$ cat config.mk
export PLATFORM = sky130hd
export DESIGN_NAME = kmp_substring_search_flat
export DESIGN_NICKNAME = d
export VERILOG_FILES = /design/src/hw/rtl/kmp_pkg.sv /design/src/hw/rtl/kmp_if.sv /design/src/hw/rtl/kmp_substring_search.sv /design/src/hw/rtl/kmp_ram.sv /design/src/hw/rtl/kmp_seq.sv /design/src/flat_wrapper.sv
export SDC_FILE = /design/constraint.sdc
export NUM_CORES = 1
export LEC_CHECK = 0
export CAP_MARGIN = 20
export CORE_ASPECT_RATIO = 1.75
export CORE_MARGIN = 1
export CORE_UTILIZATION = 45
export CTS_CLUSTER_SIZE = 25
export DETAILED_ROUTE_END_ITERATION = 6
export DONT_BUFFER_PORTS = 1
export HOLD_SLACK_MARGIN = 0.06
export MAX_ROUTING_LAYER = met4
export SLEW_MARGIN = 20
export SYNTH_ARGS = -nofsm -noshare
export SYNTH_HDL_FRONTEND = slang
export SYNTH_SLANG_ARGS = --single-unit
$ cat constraint.sdc
create_clock -name clk -period 9.1 [get_ports clk]
set_clock_uncertainty 0.1 [all_clocks]
set_input_delay 0.455 -clock clk [delete_from_list [all_inputs] [get_ports clk]]
set_output_delay 0.455 -clock clk [all_outputs]
set_load 0.01 [all_outputs]
$ cat src/hw/rtl/kmp_pkg.sv
// Package for the KMP substring search block: command codes, defaults and
// the report record passed from the sequencer to the result stage.
// Depends on nothing.
package kmp_pkg;

  // Default pattern capacity in bytes.
  localparam int KMP_MAX_PATTERN = 64;

  // Command codes carried on the input channel.
  typedef enum logic [1:0] {
    CMD_CLEAR  = 2'd0,
    CMD_APPEND = 2'd1,
    CMD_TEXT   = 2'd2,
    CMD_END    = 2'd3
  } kmp_cmd_t;

  // Result of an end-of-text command.
  typedef struct packed {
    logic found;
    logic pattern_overflow;
  } kmp_report_t;

endpackage

$ cat src/hw/rtl/kmp_if.sv
// Channel interfaces for the KMP substring search block.
// kmp_in_if carries commands and bytes, kmp_out_if carries results; no dependencies.
interface kmp_in_if;
  logic       valid;
  logic       ready;
  logic [1:0] cmd;
  logic [7:0] byte_value;

  modport source (output valid, output cmd, output byte_value, input ready);
  modport sink   (input valid, input cmd, input byte_value, output ready);
endinterface

interface kmp_out_if;
  logic valid;
  logic ready;
  logic found;
  logic pattern_overflow;

  modport source (output valid, output found, output pattern_overflow, input ready);
  modport sink   (input valid, input found, input pattern_overflow, output ready);
endinterface

$ cat src/hw/rtl/kmp_substring_search.sv
// KMP substring search: clear, append and text commands complete in the idle state when
// no walk is needed. A walk alternates a check state and a compare state for each failed
// compare, and ends on a byte match or when it runs off the start of the pattern. The
// single byte compare and the one read port on each RAM set this pacing. The end-of-text
// result is registered, so it appears the cycle after the transfer.
// Reset is synchronous and active low; it empties the pattern and clears both flags.
module kmp_substring_search
  import kmp_pkg::*;
#(
  parameter int MAX_PATTERN = KMP_MAX_PATTERN
) (
  input  logic clk,
  input  logic rst_n,
  kmp_in_if.sink    in_ch,
  kmp_out_if.source out_ch
);

  localparam int LW = $clog2(MAX_PATTERN + 1);
  localparam int PA = (MAX_PATTERN > 1) ? $clog2(MAX_PATTERN) : 1;

  logic          out_free;
  logic          report_valid;
  kmp_report_t   report;
  logic          pat_we;
  logic [PA-1:0] pat_waddr;
  logic [7:0]    pat_wdata;
  logic [PA-1:0] pat_raddr;
  logic [7:0]    pat_rdata;
  logic          fail_we;
  logic [LW-1:0] fail_waddr;
  logic [LW-1:0] fail_wdata;
  logic [LW-1:0] fail_raddr;
  logic [LW-1:0] fail_rdata;
  logic          out_valid_r;
  kmp_report_t   out_data_r;

  kmp_seq #(
    .MAX_PATTERN(MAX_PATTERN),
    .LW(LW),
    .PA(PA)
  ) u_seq (
    .clk         (clk),
    .rst_n       (rst_n),
    .in_valid    (in_ch.valid),
    .in_ready    (in_ch.ready),
    .in_cmd      (in_ch.cmd),
    .in_byte     (in_ch.byte_value),
    .out_free    (out_free),
    .report_valid(report_valid),
    .report      (report),
    .pat_we      (pat_we),
    .pat_waddr   (pat_waddr),
    .pat_wdata   (pat_wdata),
    .pat_raddr   (pat_raddr),
    .pat_rdata   (pat_rdata),
    .fail_we     (fail_we),
    .fail_waddr  (fail_waddr),
    .fail_wdata  (fail_wdata),
    .fail_raddr  (fail_raddr),
    .fail_rdata  (fail_rdata)
  );

  // Pattern bytes.
  kmp_ram #(
    .DW(8),
    .DEPTH(MAX_PATTERN),
    .AW(PA)
  ) u_pat_ram (
    .clk  (clk),
    .we   (pat_we),
    .waddr(pat_waddr),
    .wdata(pat_wdata),
    .raddr(pat_raddr),
    .rdata(pat_rdata)
  );

  // Failure links; entry zero is implied as minus one and never read.
  kmp_ram #(
    .DW(LW),
    .DEPTH(MAX_PATTERN + 1),
    .AW(LW)
  ) u_fail_ram (
    .clk  (clk),
    .we   (fail_we),
    .waddr(fail_waddr),
    .wdata(fail_wdata),
    .raddr(fail_raddr),
    .rdata(fail_rdata)
  );

  // Output register; it frees up in the same cycle as its transfer.
  assign out_free = !out_valid_r || out_ch.ready;

  always_ff @(posedge clk) begin
    if (!rst_n) begin
      out_valid_r <= 1'b0;
    end else if (report_valid) begin
      out_valid_r <= 1'b1;
    end else if (out_ch.ready) begin
      out_valid_r <= 1'b0;
    end
  end

  always_ff @(posedge clk) begin
    if (report_valid) begin
      out_data_r <= report;
    end
  end

  assign out_ch.valid            = out_valid_r;
  assign out_ch.found            = out_data_r.found;
  assign out_ch.pattern_overflow = out_data_r.pattern_overflow;

endmodule

$ cat src/hw/rtl/kmp_ram.sv
// Simple dual-port RAM with one write port and one registered read port.
// Used for the pattern store and the failure table; depends on nothing.
module kmp_ram #(
  parameter int DW    = 8,
  parameter int DEPTH = 64,
  parameter int AW    = 6
) (
  input  logic          clk,
  input  logic          we,
  input  logic [AW-1:0] waddr,
  input  logic [DW-1:0] wdata,
  input  logic [AW-1:0] raddr,
  output logic [DW-1:0] rdata
);

  logic [DW-1:0] mem [DEPTH];

  // Write port.
  always_ff @(posedge clk) begin
    if (we) begin
      mem[waddr] <= wdata;
    end
  end

  // Registered read port.
  always_ff @(posedge clk) begin
    rdata <= mem[raddr];
  end

endmodule

$ cat src/hw/rtl/kmp_seq.sv
// Sequencer of the KMP matcher: takes commands, walks failure links with one
// shared byte compare, and keeps length, build and match positions.
// Depends on kmp_pkg; drives the pattern and failure-table RAMs.
module kmp_seq
  import kmp_pkg::*;
#(
  parameter int MAX_PATTERN = KMP_MAX_PATTERN,
  parameter int LW = $clog2(MAX_PATTERN + 1),
  parameter int PA = (MAX_PATTERN > 1) ? $clog2(MAX_PATTERN) : 1
) (
  input  logic          clk,
  input  logic          rst_n,
  input  logic          in_valid,
  output logic          in_ready,
  input  logic [1:0]    in_cmd,
  input  logic [7:0]    in_byte,
  input  logic          out_free,
  output logic          report_valid,
  output kmp_report_t   report,
  output logic          pat_we,
  output logic [PA-1:0] pat_waddr,
  output logic [7:0]    pat_wdata,
  output logic [PA-1:0] pat_raddr,
  input  logic [7:0]    pat_rdata,
  output logic          fail_we,
  output logic [LW-1:0] fail_waddr,
  output logic [LW-1:0] fail_wdata,
  output logic [LW-1:0] fail_raddr,
  input  logic [LW-1:0] fail_rdata
);

  // Positions run from minus one up to the capacity.
  localparam int PW = LW + 1;

  typedef enum logic [2:0] {
    S_IDLE = 3'b001,
    S_CHK  = 3'b010,
    S_CMP  = 3'b100
  } state_t;

  state_t               state_r, state_nxt;
  logic [LW-1:0]        len_r, len_nxt;
  logic signed [PW-1:0] build_r, build_nxt;
  logic [LW-1:0]        match_r, match_nxt;
  logic                 found_r, found_nxt;
  logic                 ovf_r, ovf_nxt;
  logic signed [PW-1:0] j_r, j_nxt;
  logic [7:0]           chr_r, chr_nxt;
  logic                 append_r, append_nxt;

  kmp_cmd_t             cmd;
  logic                 accept;
  logic                 full;
  logic                 match_done;
  logic signed [PW-1:0] jp1;
  logic                 finish;

  assign cmd        = kmp_cmd_t'(in_cmd);
  assign full       = (len_r == LW'(MAX_PATTERN));
  assign match_done = (match_r >= len_r);
  assign jp1        = j_r + PW'(1);

  // Input is taken only between items; an end command also needs a free output slot.
  assign in_ready = (state_r == S_IDLE) && ((cmd != CMD_END) || out_free);
  assign accept   = in_valid && in_ready;

  // RAM addressing: writes of new pattern bytes and failure links, reads at j.
  assign pat_waddr  = len_r[PA-1:0];
  assign pat_wdata  = in_byte;
  assign pat_we     = accept && (cmd == CMD_APPEND) && !full;
  assign pat_raddr  = j_r[PA-1:0];
  assign fail_raddr = j_r[LW-1:0];
  assign fail_waddr = len_r + LW'(1);
  assign fail_wdata = jp1[LW-1:0];

  // The walk ends when j drops below zero or the compare hits.
  always_comb begin
    finish = 1'b0;
    if (state_r == S_CHK && j_r < 0) begin
      finish = 1'b1;
    end else if (state_r == S_CMP && pat_rdata == chr_r) begin
      finish = 1'b1;
    end
  end

  assign fail_we = finish && append_r;

  // Next-state logic of the sequencer.
  always_comb begin
    state_nxt    = state_r;
    len_nxt      = len_r;
    build_nxt    = build_r;
    match_nxt    = match_r;
    found_nxt    = found_r;
    ovf_nxt      = ovf_r;
    j_nxt        = j_r;
    chr_nxt      = chr_r;
    append_nxt   = append_r;
    report_valid = 1'b0;
    report.found            = found_r || match_done;
    report.pattern_overflow = ovf_r;

    case (state_r)
      S_IDLE: begin
        if (accept) begin
          case (cmd)
            CMD_CLEAR: begin
              len_nxt   = '0;
              build_nxt = '1;
              ovf_nxt   = 1'b0;
              match_nxt = '0;
              found_nxt = 1'b0;
            end
            CMD_APPEND: begin
              if (full) begin
                ovf_nxt = 1'b1;
              end else begin
                j_nxt      = build_r;
                chr_nxt    = in_byte;
                append_nxt = 1'b1;
                state_nxt  = S_CHK;
              end
            end
            CMD_TEXT: begin
              if (!found_r) begin
                if (match_done) begin
                  found_nxt = 1'b1;
                end else begin
                  j_nxt      = $signed({1'b0, match_r});
                  chr_nxt    = in_byte;
                  append_nxt = 1'b0;
                  state_nxt  = S_CHK;
                end
              end
            end
            CMD_END: begin
              report_valid = 1'b1;
              match_nxt    = '0;
              found_nxt    = 1'b0;
            end
            default: begin
            end
          endcase
        end
      end
      // Reads of pattern[j] and failure[j] are in flight after this cycle.
      S_CHK: begin
        if (!finish) begin
          state_nxt = S_CMP;
        end
      end
      // Compare, or retreat along the failure link.
      S_CMP: begin
        if (!finish) begin
          if (j_r == '0) begin
            j_nxt = '1;
          end else begin
            j_nxt = $signed({1'b0, fail_rdata});
          end
          state_nxt = S_CHK;
        end
      end
      default: begin
        state_nxt = S_IDLE;
      end
    endcase

    // Commit the walk result.
    if (finish) begin
      state_nxt = S_IDLE;
      if (append_r) begin
        build_nxt = jp1;
        len_nxt   = len_r + LW'(1);
      end else begin
        match_nxt = jp1[LW-1:0];
        if (jp1[LW-1:0] >= len_r) begin
          found_nxt = 1'b1;
        end
      end
    end
  end

  // Control registers.
  always_ff @(posedge clk) begin
    if (!rst_n) begin
      state_r <= S_IDLE;
      len_r   <= '0;
      build_r <= '1;
      match_r <= '0;
      found_r <= 1'b0;
      ovf_r   <= 1'b0;
    end else begin
      state_r <= state_nxt;
      len_r   <= len_nxt;
      build_r <= build_nxt;
      match_r <= match_nxt;
      found_r <= found_nxt;
      ovf_r   <= ovf_nxt;
    end
  end

  // Working registers of the walk.
  always_ff @(posedge clk) begin
    j_r      <= j_nxt;
    chr_r    <= chr_nxt;
    append_r <= append_nxt;
  end

endmodule

$ cat src/flat_wrapper.sv
// flat-port wrapper written by rule: the top's interface ports become plain ports
module kmp_substring_search_flat import kmp_pkg::*;
#(
  parameter int MAX_PATTERN = KMP_MAX_PATTERN
)
  (clk, rst_n, in_ch_valid, in_ch_cmd, in_ch_byte_value, in_ch_ready, out_ch_valid, out_ch_found, out_ch_pattern_overflow, out_ch_ready);
  kmp_in_if in_ch_i ();
  kmp_out_if out_ch_i ();
  input  logic clk;
  input  logic rst_n;
  input wire logic [$bits(in_ch_i.valid)-1:0] in_ch_valid;
  input wire logic [$bits(in_ch_i.cmd)-1:0] in_ch_cmd;
  input wire logic [$bits(in_ch_i.byte_value)-1:0] in_ch_byte_value;
  output wire logic [$bits(in_ch_i.ready)-1:0] in_ch_ready;
  output wire logic [$bits(out_ch_i.valid)-1:0] out_ch_valid;
  output wire logic [$bits(out_ch_i.found)-1:0] out_ch_found;
  output wire logic [$bits(out_ch_i.pattern_overflow)-1:0] out_ch_pattern_overflow;
  input wire logic [$bits(out_ch_i.ready)-1:0] out_ch_ready;
  assign in_ch_i.valid = in_ch_valid;
  assign in_ch_i.cmd = in_ch_cmd;
  assign in_ch_i.byte_value = in_ch_byte_value;
  assign in_ch_ready = in_ch_i.ready;
  assign out_ch_valid = out_ch_i.valid;
  assign out_ch_found = out_ch_i.found;
  assign out_ch_pattern_overflow = out_ch_i.pattern_overflow;
  assign out_ch_i.ready = out_ch_ready;
  kmp_substring_search #(.MAX_PATTERN(MAX_PATTERN)) u_core (.clk(clk), .rst_n(rst_n), .in_ch(in_ch_i), .out_ch(out_ch_i));
endmodule
==> results of run 1 <==
## Yosys cell counts, types with 17 or more instances
cell,number,area [um^2]
inv_1,24,90.09
a22oi_1,21,157.7
edfxtp_1,986,29610
nor2_1,168,630.6
dfxtp_1,43,860.8
buf_2,20,100.1
clkbuf_1,45,168.9
nand2_1,74,277.8
mux4_2,255,5743
mux2i_1,44,440.4
a21oi_1,27,135.1
ha_1,22,275.3
nand3_1,27,135.1
buf_1,17,63.81
## critical path, delay by kind of cell (launching register included)
| family | cells | cell delay [ns] |
|---|---|---|
| flip-flops | 1 | 0.40 |
| AND/OR/NAND/NOR | 5 | 2.82 |
| AO/OA/AOI/OAI | 1 | 0.44 |
| buffers and inverters | 1 | 0.27 |
## power by group
part / total, uW / switching [uW] / internal (uW)
registers: 5210 / 9.30 / 5200
logic: 353 / 226 / 127
clock network: 4030 / 1740 / 2280
## registers in the layout, summed over array words and instances, names as in the netlist
| signal | cells |
|---|---|
| u_core.out_ch.pattern_overflow | 1 |
| u_core.u_pat_ram.rdata | 8 |
| u_core.u_seq.state_r | 3 |
| u_core.u_fail_ram.rdata | 7 |
| u_core.u_seq.found_r | 1 |
| u_core.u_pat_ram.mem | 512 |
| u_core.out_ch.found | 1 |
| u_core.u_seq.chr_r | 8 |
| u_core.u_seq.build_r | 8 |
| u_core.u_seq.append_r | 1 |
| u_core.u_seq.ovf_r | 1 |
| u_core.u_seq.len_r | 7 |
| u_core.out_ch.valid | 1 |
| u_core.u_fail_ram.mem | 455 |
| u_core.u_seq.j_r | 8 |
| u_core.u_seq.match_r | 7 |
## cells in the final DEF, fill, tap and decap left out, drive strengths merged, types with 12 or more instances in the layout
cell	count
clkinv	38
nor2	168
dfxtp	43
o21ai	18
ha	22
buf	32
nor3	12
and2	14
xor2	12
nand3	27
a22oi	21
nor2b	14
nand2	74
a21oi	27
edfxtp	986
inv	27
clkbuf	117
mux4	255
mux2i	44
## final cells by class
| class | instances | area [um^2] |
|---|---|---|
| flip-flops and latches | 1029 | 30470 |
| clock inverters | 56 | 600.6 |
| multi-input cells | 856 | 9454 |
| diodes | 1 | 2.502 |
| well taps | 1176 | 1471 |
| inverters | 25 | 96.34 |
| repair buffers | 42 | 538.0 |
| clock buffers | 117 | 2521 |
| fillers | 7186 | 44110 |
## per-stage QoR
stage | power, uW | hold WS, ns
after CTS | 9652 | 0.1092
final | 9590 | 0.1466
after global routing | 9822 | 0.1691
after detailed placement | 5617 | 0.3915
after global placement | 5615 | 0.3831
after floorplan | 5512 | 0.3248
## cells by family after synthesis
family	Yosys count	share of synthesized area
AOI/OAI and AO/OA	151	0.02645
xor gates and xnor gates	23	0.004968
adders and majority gates	22	0.006789
buffers and inverters	132	0.01611
DFF	1029	0.7515
muxes	308	0.1550
and+or+nand+nor	352	0.03919
## final timing paths
path                                                endpoint  slack [ns]  cells after the start                          from
worst max register to register  u_core.u_fail_ram.mem[18][3]        4.68                      7       u_core.u_seq.state_r[0]
worst max-delay path            u_core.u_fail_ram.mem[18][3]        4.68                      7       u_core.u_seq.state_r[0]
worst min-delay path                     u_core.out_ch.found        0.15                      2                  in_ch_cmd[1]
worst min register to register    u_core.u_fail_ram.rdata[3]        0.43                      2  u_core.u_fail_ram.mem[64][3]
## timing repair
action | CTS | global route
setup buffers | 0 | 0
setup endpoints to repair | 0 | 0
endpoints found under the hold margin | 548 | 0
hold buffers | 18 | 0
## metal layers
layer / part of all wire / wire length, um / GRT usage / up-vias
met3: 0.040 / 3916 / 0.02701 / 181
met5: 0 / 0 / - / -
met1: 0.35 / 34250 / 0.2425 / 10310
met4: 0.050 / 4956 / 0.1152 / 0
li1: - / - / - / 8305
met2: 0.56 / 55470 / 0.4163 / 588
==> results.py, run 1 <==
metrics = {
    "timing": {
        "period_needed_ns": 4.419,
        "worst_slew_pin_slew_ns": 1.174,
        "setup_ws_ns": 4.681,
        "fmax_ghz": 0.2263,
        "final_max_slew_viol_count": 0,
        "fin_crit_sh": 0.4856,
        "max_slew_margin": 0.2153,
        "finalSetupTns_ns": 0,
        "finalHoldViolCount": 0,
        "rsz0062_at_grt": "no",
        "finalSetupViolations": 0,
    },
    "layout": {
        "final_area_mm2": 0.04515,
        "fin_util": 0.5059,
        "layout.cells.non_filler": 3302,
        "layout.nets": 2082,
        "syn2layout_area_growth_pct": 11.37,
        "drive_above_1_share": 0.2141,
    },
    "critical_path": {
        "cp-end-kind": "register",
        "crit_arrival_ns": 4.63,
        "path_class": "reg2reg",
        "cp_max_fo": 22,
        "required_ns": 9.32,
        "start_kind": "register",
        "crit_top_cell": "nor2_1",
        "cp_slowest_cell": "nor2_1",
        "worstPathCellList": "nand2b_1 -> nor2_1 -> a31oi_1 -> nor2b_1 -> buf_4 -> nand4_1 -> nor2_1",
        "max_stage_delay_ns": 0.96,
    },
    "placement": {
        "gp_congestion": 0.8713,
        "dpl_worst_slack_ns": 4.660,
        "place_area_mm2": 0.04170,
        "numPortBuffers": 0,
        "hpwlAfterDp_um": 62680,
        "placed_cells": 3110,
    },
    "power_and_ir_drop": {
        "ir_drop_v": 0.0001551,
        "leakage_uw": 0.01402,
        "p_per_area_mw_per_mm2": 212.4,
    },
    "floorplanning": {
        "ios": 18,
        "num_rows": 145,
        "dieArea_mm2": 0.09135,
        "fp.coreArea_mm2": 0.08926,
        "fp.dieW_um": 228.9,
        "start_util": 0.4542,
        "fp.dieH_um": 399.1,
    },
    "clock_tree": {
        "htree_levels": 3,
        "clk_latency_ns": 0.69,
        "clock_sinks": 1029,
        "cts_buffers": 92,
        "clk_root_buffer_cell": "clkbuf_16",
        "clk_path_buf_depth": 3,
        "clk_pin_slew_ns": 0.07,
        "cts_tree": "yes",
        "cts_resized": 0,
    },
    "route": {
        "drc": 0,
        "vias": 19380,
        "drt-total-wl_um": 98590,
        "dr.pass1.iters": 5,
        "via_per_inst": 5.869,
        "ant_nets": 0,
        "drt_iter0_drc": 1580,
        "wl_per_cell_um": 29.86,
    },
    "global_route": {
        "grt_pass1_wl_um": 143600,
        "antenna_found_initial": 2,
        "grt_pass1_vias": 20490,
        "grt_use_total": 0.2279,
        "grt_max_degree": 118,
        "globalRouteOverflowTotal": 0,
    },
    "run_status": {
        "status": "completed",
    },
    "synth": {
        "synth_edf_count": 986,
        "netlist_area_mm2": 0.04055,
        "post_synth.cell_area_avg_um2": 20.10,
        "synthFlopType": "edfxtp_1",
        "async_flop_share": 0,
        "ys_seq_elements": 1029,
        "syn_nets": 2053,
        "yosysWarnings": 0,
        "synth_cell_type_count": 60,
        "synthCells": 2017,
        "synth-seq-area-share": 0.7515,
    },
    "min_path": {
        "hold_class": "in2reg",
    },
    "flow_run": {
        "drv_cap": 0,
    },
}
Power figures use the tool's default switching activity.
==> inputs of run 2 (changes only) <==
==> constraint.sdc (replaced) <==
create_clock -name clk -period 4.3 [get_ports clk]
set_clock_uncertainty 0.1 [all_clocks]
set_input_delay 0.215 -clock clk [delete_from_list [all_inputs] [get_ports clk]]
set_output_delay 0.215 -clock clk [all_outputs]
set_load 0.01 [all_outputs]
==> run 2 against run 1 <==
  * Non-clock buffer count up 52
  * Via count up 0.48%
  * Die area unchanged
  * Sequential share of layout area down 0.66 points
  * Combinational power up 120%
  * First-iteration DRC count down 10%
  * Wire length down 1.8%
  * Clock power up 110%
  * Global-route usage down 0.39 points
  * Design area up 0.99%
  * Register-to-register slack worse by 3.8 ns
  * Power up 110%
  * Critical path type unchanged
  * Largest cell class unchanged
==> results.py, run 2 (synthesis gave the netlist of run 1 again) <==
metrics = {
    "critical_path": {
        "start_kind": "register",
        "worstPathCellList": "xor2_1 -> nor4_2 -> a31oi_1 -> buf_4 -> nand2b_1 -> or4_1 -> nor2_1",
        "path_class": "reg2reg",
        "cp-end-kind": "register",
        "required_ns": 4.50,
        "cp_num_buf_inv": 1,
        "max_stage_delay_ns": 0.81,
        "rrSetupSlack_ns": 0.93,
        "crit_arrival_ns": 3.57,
        "path_delay_family": "simple AND/OR/NAND/NOR gates",
        "cp_slowest_cell": "or4_1",
        "cp_max_fo": 8,
    },
    "global_route": {
        "grt_pass1_wl_um": 142100,
        "grt_pass1_vias": 20710,
        "grt_use_total": 0.2240,
        "grt_max_degree": 100,
        "globalRouteOverflowTotal": 0,
        "antenna_found_initial": 1,
    },
    "layout": {
        "layout.cells.non_filler": 3351,
        "antenna-diode-count": 0,
        "largest_reg_flops": 512,
        "layout_commonest_cell": "edfxtp_1",
        "syn2layout_area_growth_pct": 12.46,
        "drive_above_1_share": 0.2285,
        "final_area_mm2": 0.04560,
        "layout_common_cells": "edfxtp_1, mux4_2, nor2_1, clkbuf_16, nand2_1",
        "fill_cells": 7149,
        "top_register": "u_core.u_pat_ram.mem",
        "layout.nets": 2133,
        "top_regs": "u_core.u_pat_ram.mem: 512 flops, u_core.u_fail_ram.mem: 455 flops",
    },
    "route": {
        "wl_per_cell_um": 28.90,
        "drt_iter0_drc": 1420,
        "drc": 0,
        "dr.pass1.iters": 5,
        "ant_nets": 0,
        "drt-total-wl_um": 96830,
        "via_per_inst": 5.811,
        "vias": 19470,
    },
    "clock_tree": {
        "clock_sinks": 1029,
        "cts_buffers": 91,
        "clk_pin_slew_ns": 0.06,
        "clk_root_buffer_cell": "clkbuf_16",
        "post-cts-setup-buffers": 0,
        "htree_levels": 3,
        "cts_tree": "yes",
        "clk_path_buf_depth": 3,
        "cts_resized": 0,
        "clk_latency_ns": 0.68,
    },
    "floorplanning": {
        "dieArea_mm2": 0.09135,
        "fp.coreArea_mm2": 0.08926,
        "num_rows": 145,
        "start_util": 0.4542,
        "fp.dieW_um": 228.9,
        "ios": 18,
        "fp.dieH_um": 399.1,
    },
    "timing": {
        "finalSetupViolations": 0,
        "finalSetupTns_ns": 0,
        "final_max_slew_viol_count": 0,
        "period_needed_ns": 3.375,
        "worst_slew_pin_slew_ns": 1.046,
        "fin_crit_sh": 0.7848,
        "rsz0062_at_grt": "no",
        "max_slew_margin": 0.3001,
        "setup_ws_ns": 0.9252,
        "finalHoldViolCount": 0,
        "fmax_ghz": 0.2963,
    },
    "placement": {
        "gp_congestion": 0.8956,
        "placed_cells": 3159,
        "place_area_mm2": 0.04215,
        "dpl_worst_slack_ns": 0.9621,
        "hpwlAfterDp_um": 63350,
        "numPortBuffers": 0,
    },
    "power_and_ir_drop": {
        "p_per_area_mw_per_mm2": 443.6,
        "ir_drop_v": 0.0003762,
        "leakage_uw": 0.01431,
        "fin_total_pwr_uw": 20230,
    },
    "min_path": {
        "hold_class": "in2reg",
    },
    "run_status": {
        "status": "completed",
    },
    "flow_run": {
        "drv_cap": 0,
    },
}
[run 2: metrics by stage]
stage | hold slack [ns] | util
final | 0.1359 | 0.5108
after global routing | 0.1476 | 0.5108
after floorplan | 0.2139 | -
after CTS | 0.06170 | 0.5108
after global placement | 0.2095 | 0.4722
after detailed placement | 0.2167 | 0.4722
[run 2: worst paths after layout]
path | to | depth (start not counted) | from
max | u_core.u_fail_ram.mem[52][4] | 7 | u_core.u_seq.chr_r[3]
min | u_core.u_seq.append_r | 2 | in_ch_cmd[1]
max reg2reg | u_core.u_fail_ram.mem[52][4] | 7 | u_core.u_seq.chr_r[3]
min reg2reg | u_core.u_fail_ram.rdata[4] | 2 | u_core.u_fail_ram.mem[64][4]
[run 2: area by class of cell]
cell class | instances | area, um^2 | area share
flip-flops and latches | 1029 | 30470 | 0.6682
multi-input cells | 856 | 9444 | 0.2071
clock buffers | 114 | 2449 | 0.05370
well taps | 1176 | 1471 | 0.03227
repair buffers | 94 | 1023 | 0.02245
clock inverters | 57 | 648.1 | 0.01421
inverters | 25 | 93.84 | 0.002058
[run 2: timing repair]
item | 4_1_cts | 5_1_grt
endpoints found under the hold margin | 550 | 0
endpoints found under the setup margin | 0 | 0
hold buffers | 21 | 0
[run 2: power breakdown]
part | switching, uW | total (uW) | internal, uW
clock | 3590 | 8430 | 4840
sequential | 24.4 | 11000 | 11000
combinational | 486 | 766 | 280
total | 4100 | 20200 | 16100
[run 2: metal layers]
| layer | GRT usage | routed length [um] |
|---|---|---|
| met1 | 0.2302 | 32600 |
| met5 | - | 0 |
| met4 | 0.1079 | 4681 |
| met3 | 0.03136 | 4534 |
| met2 | 0.4168 | 55020 |
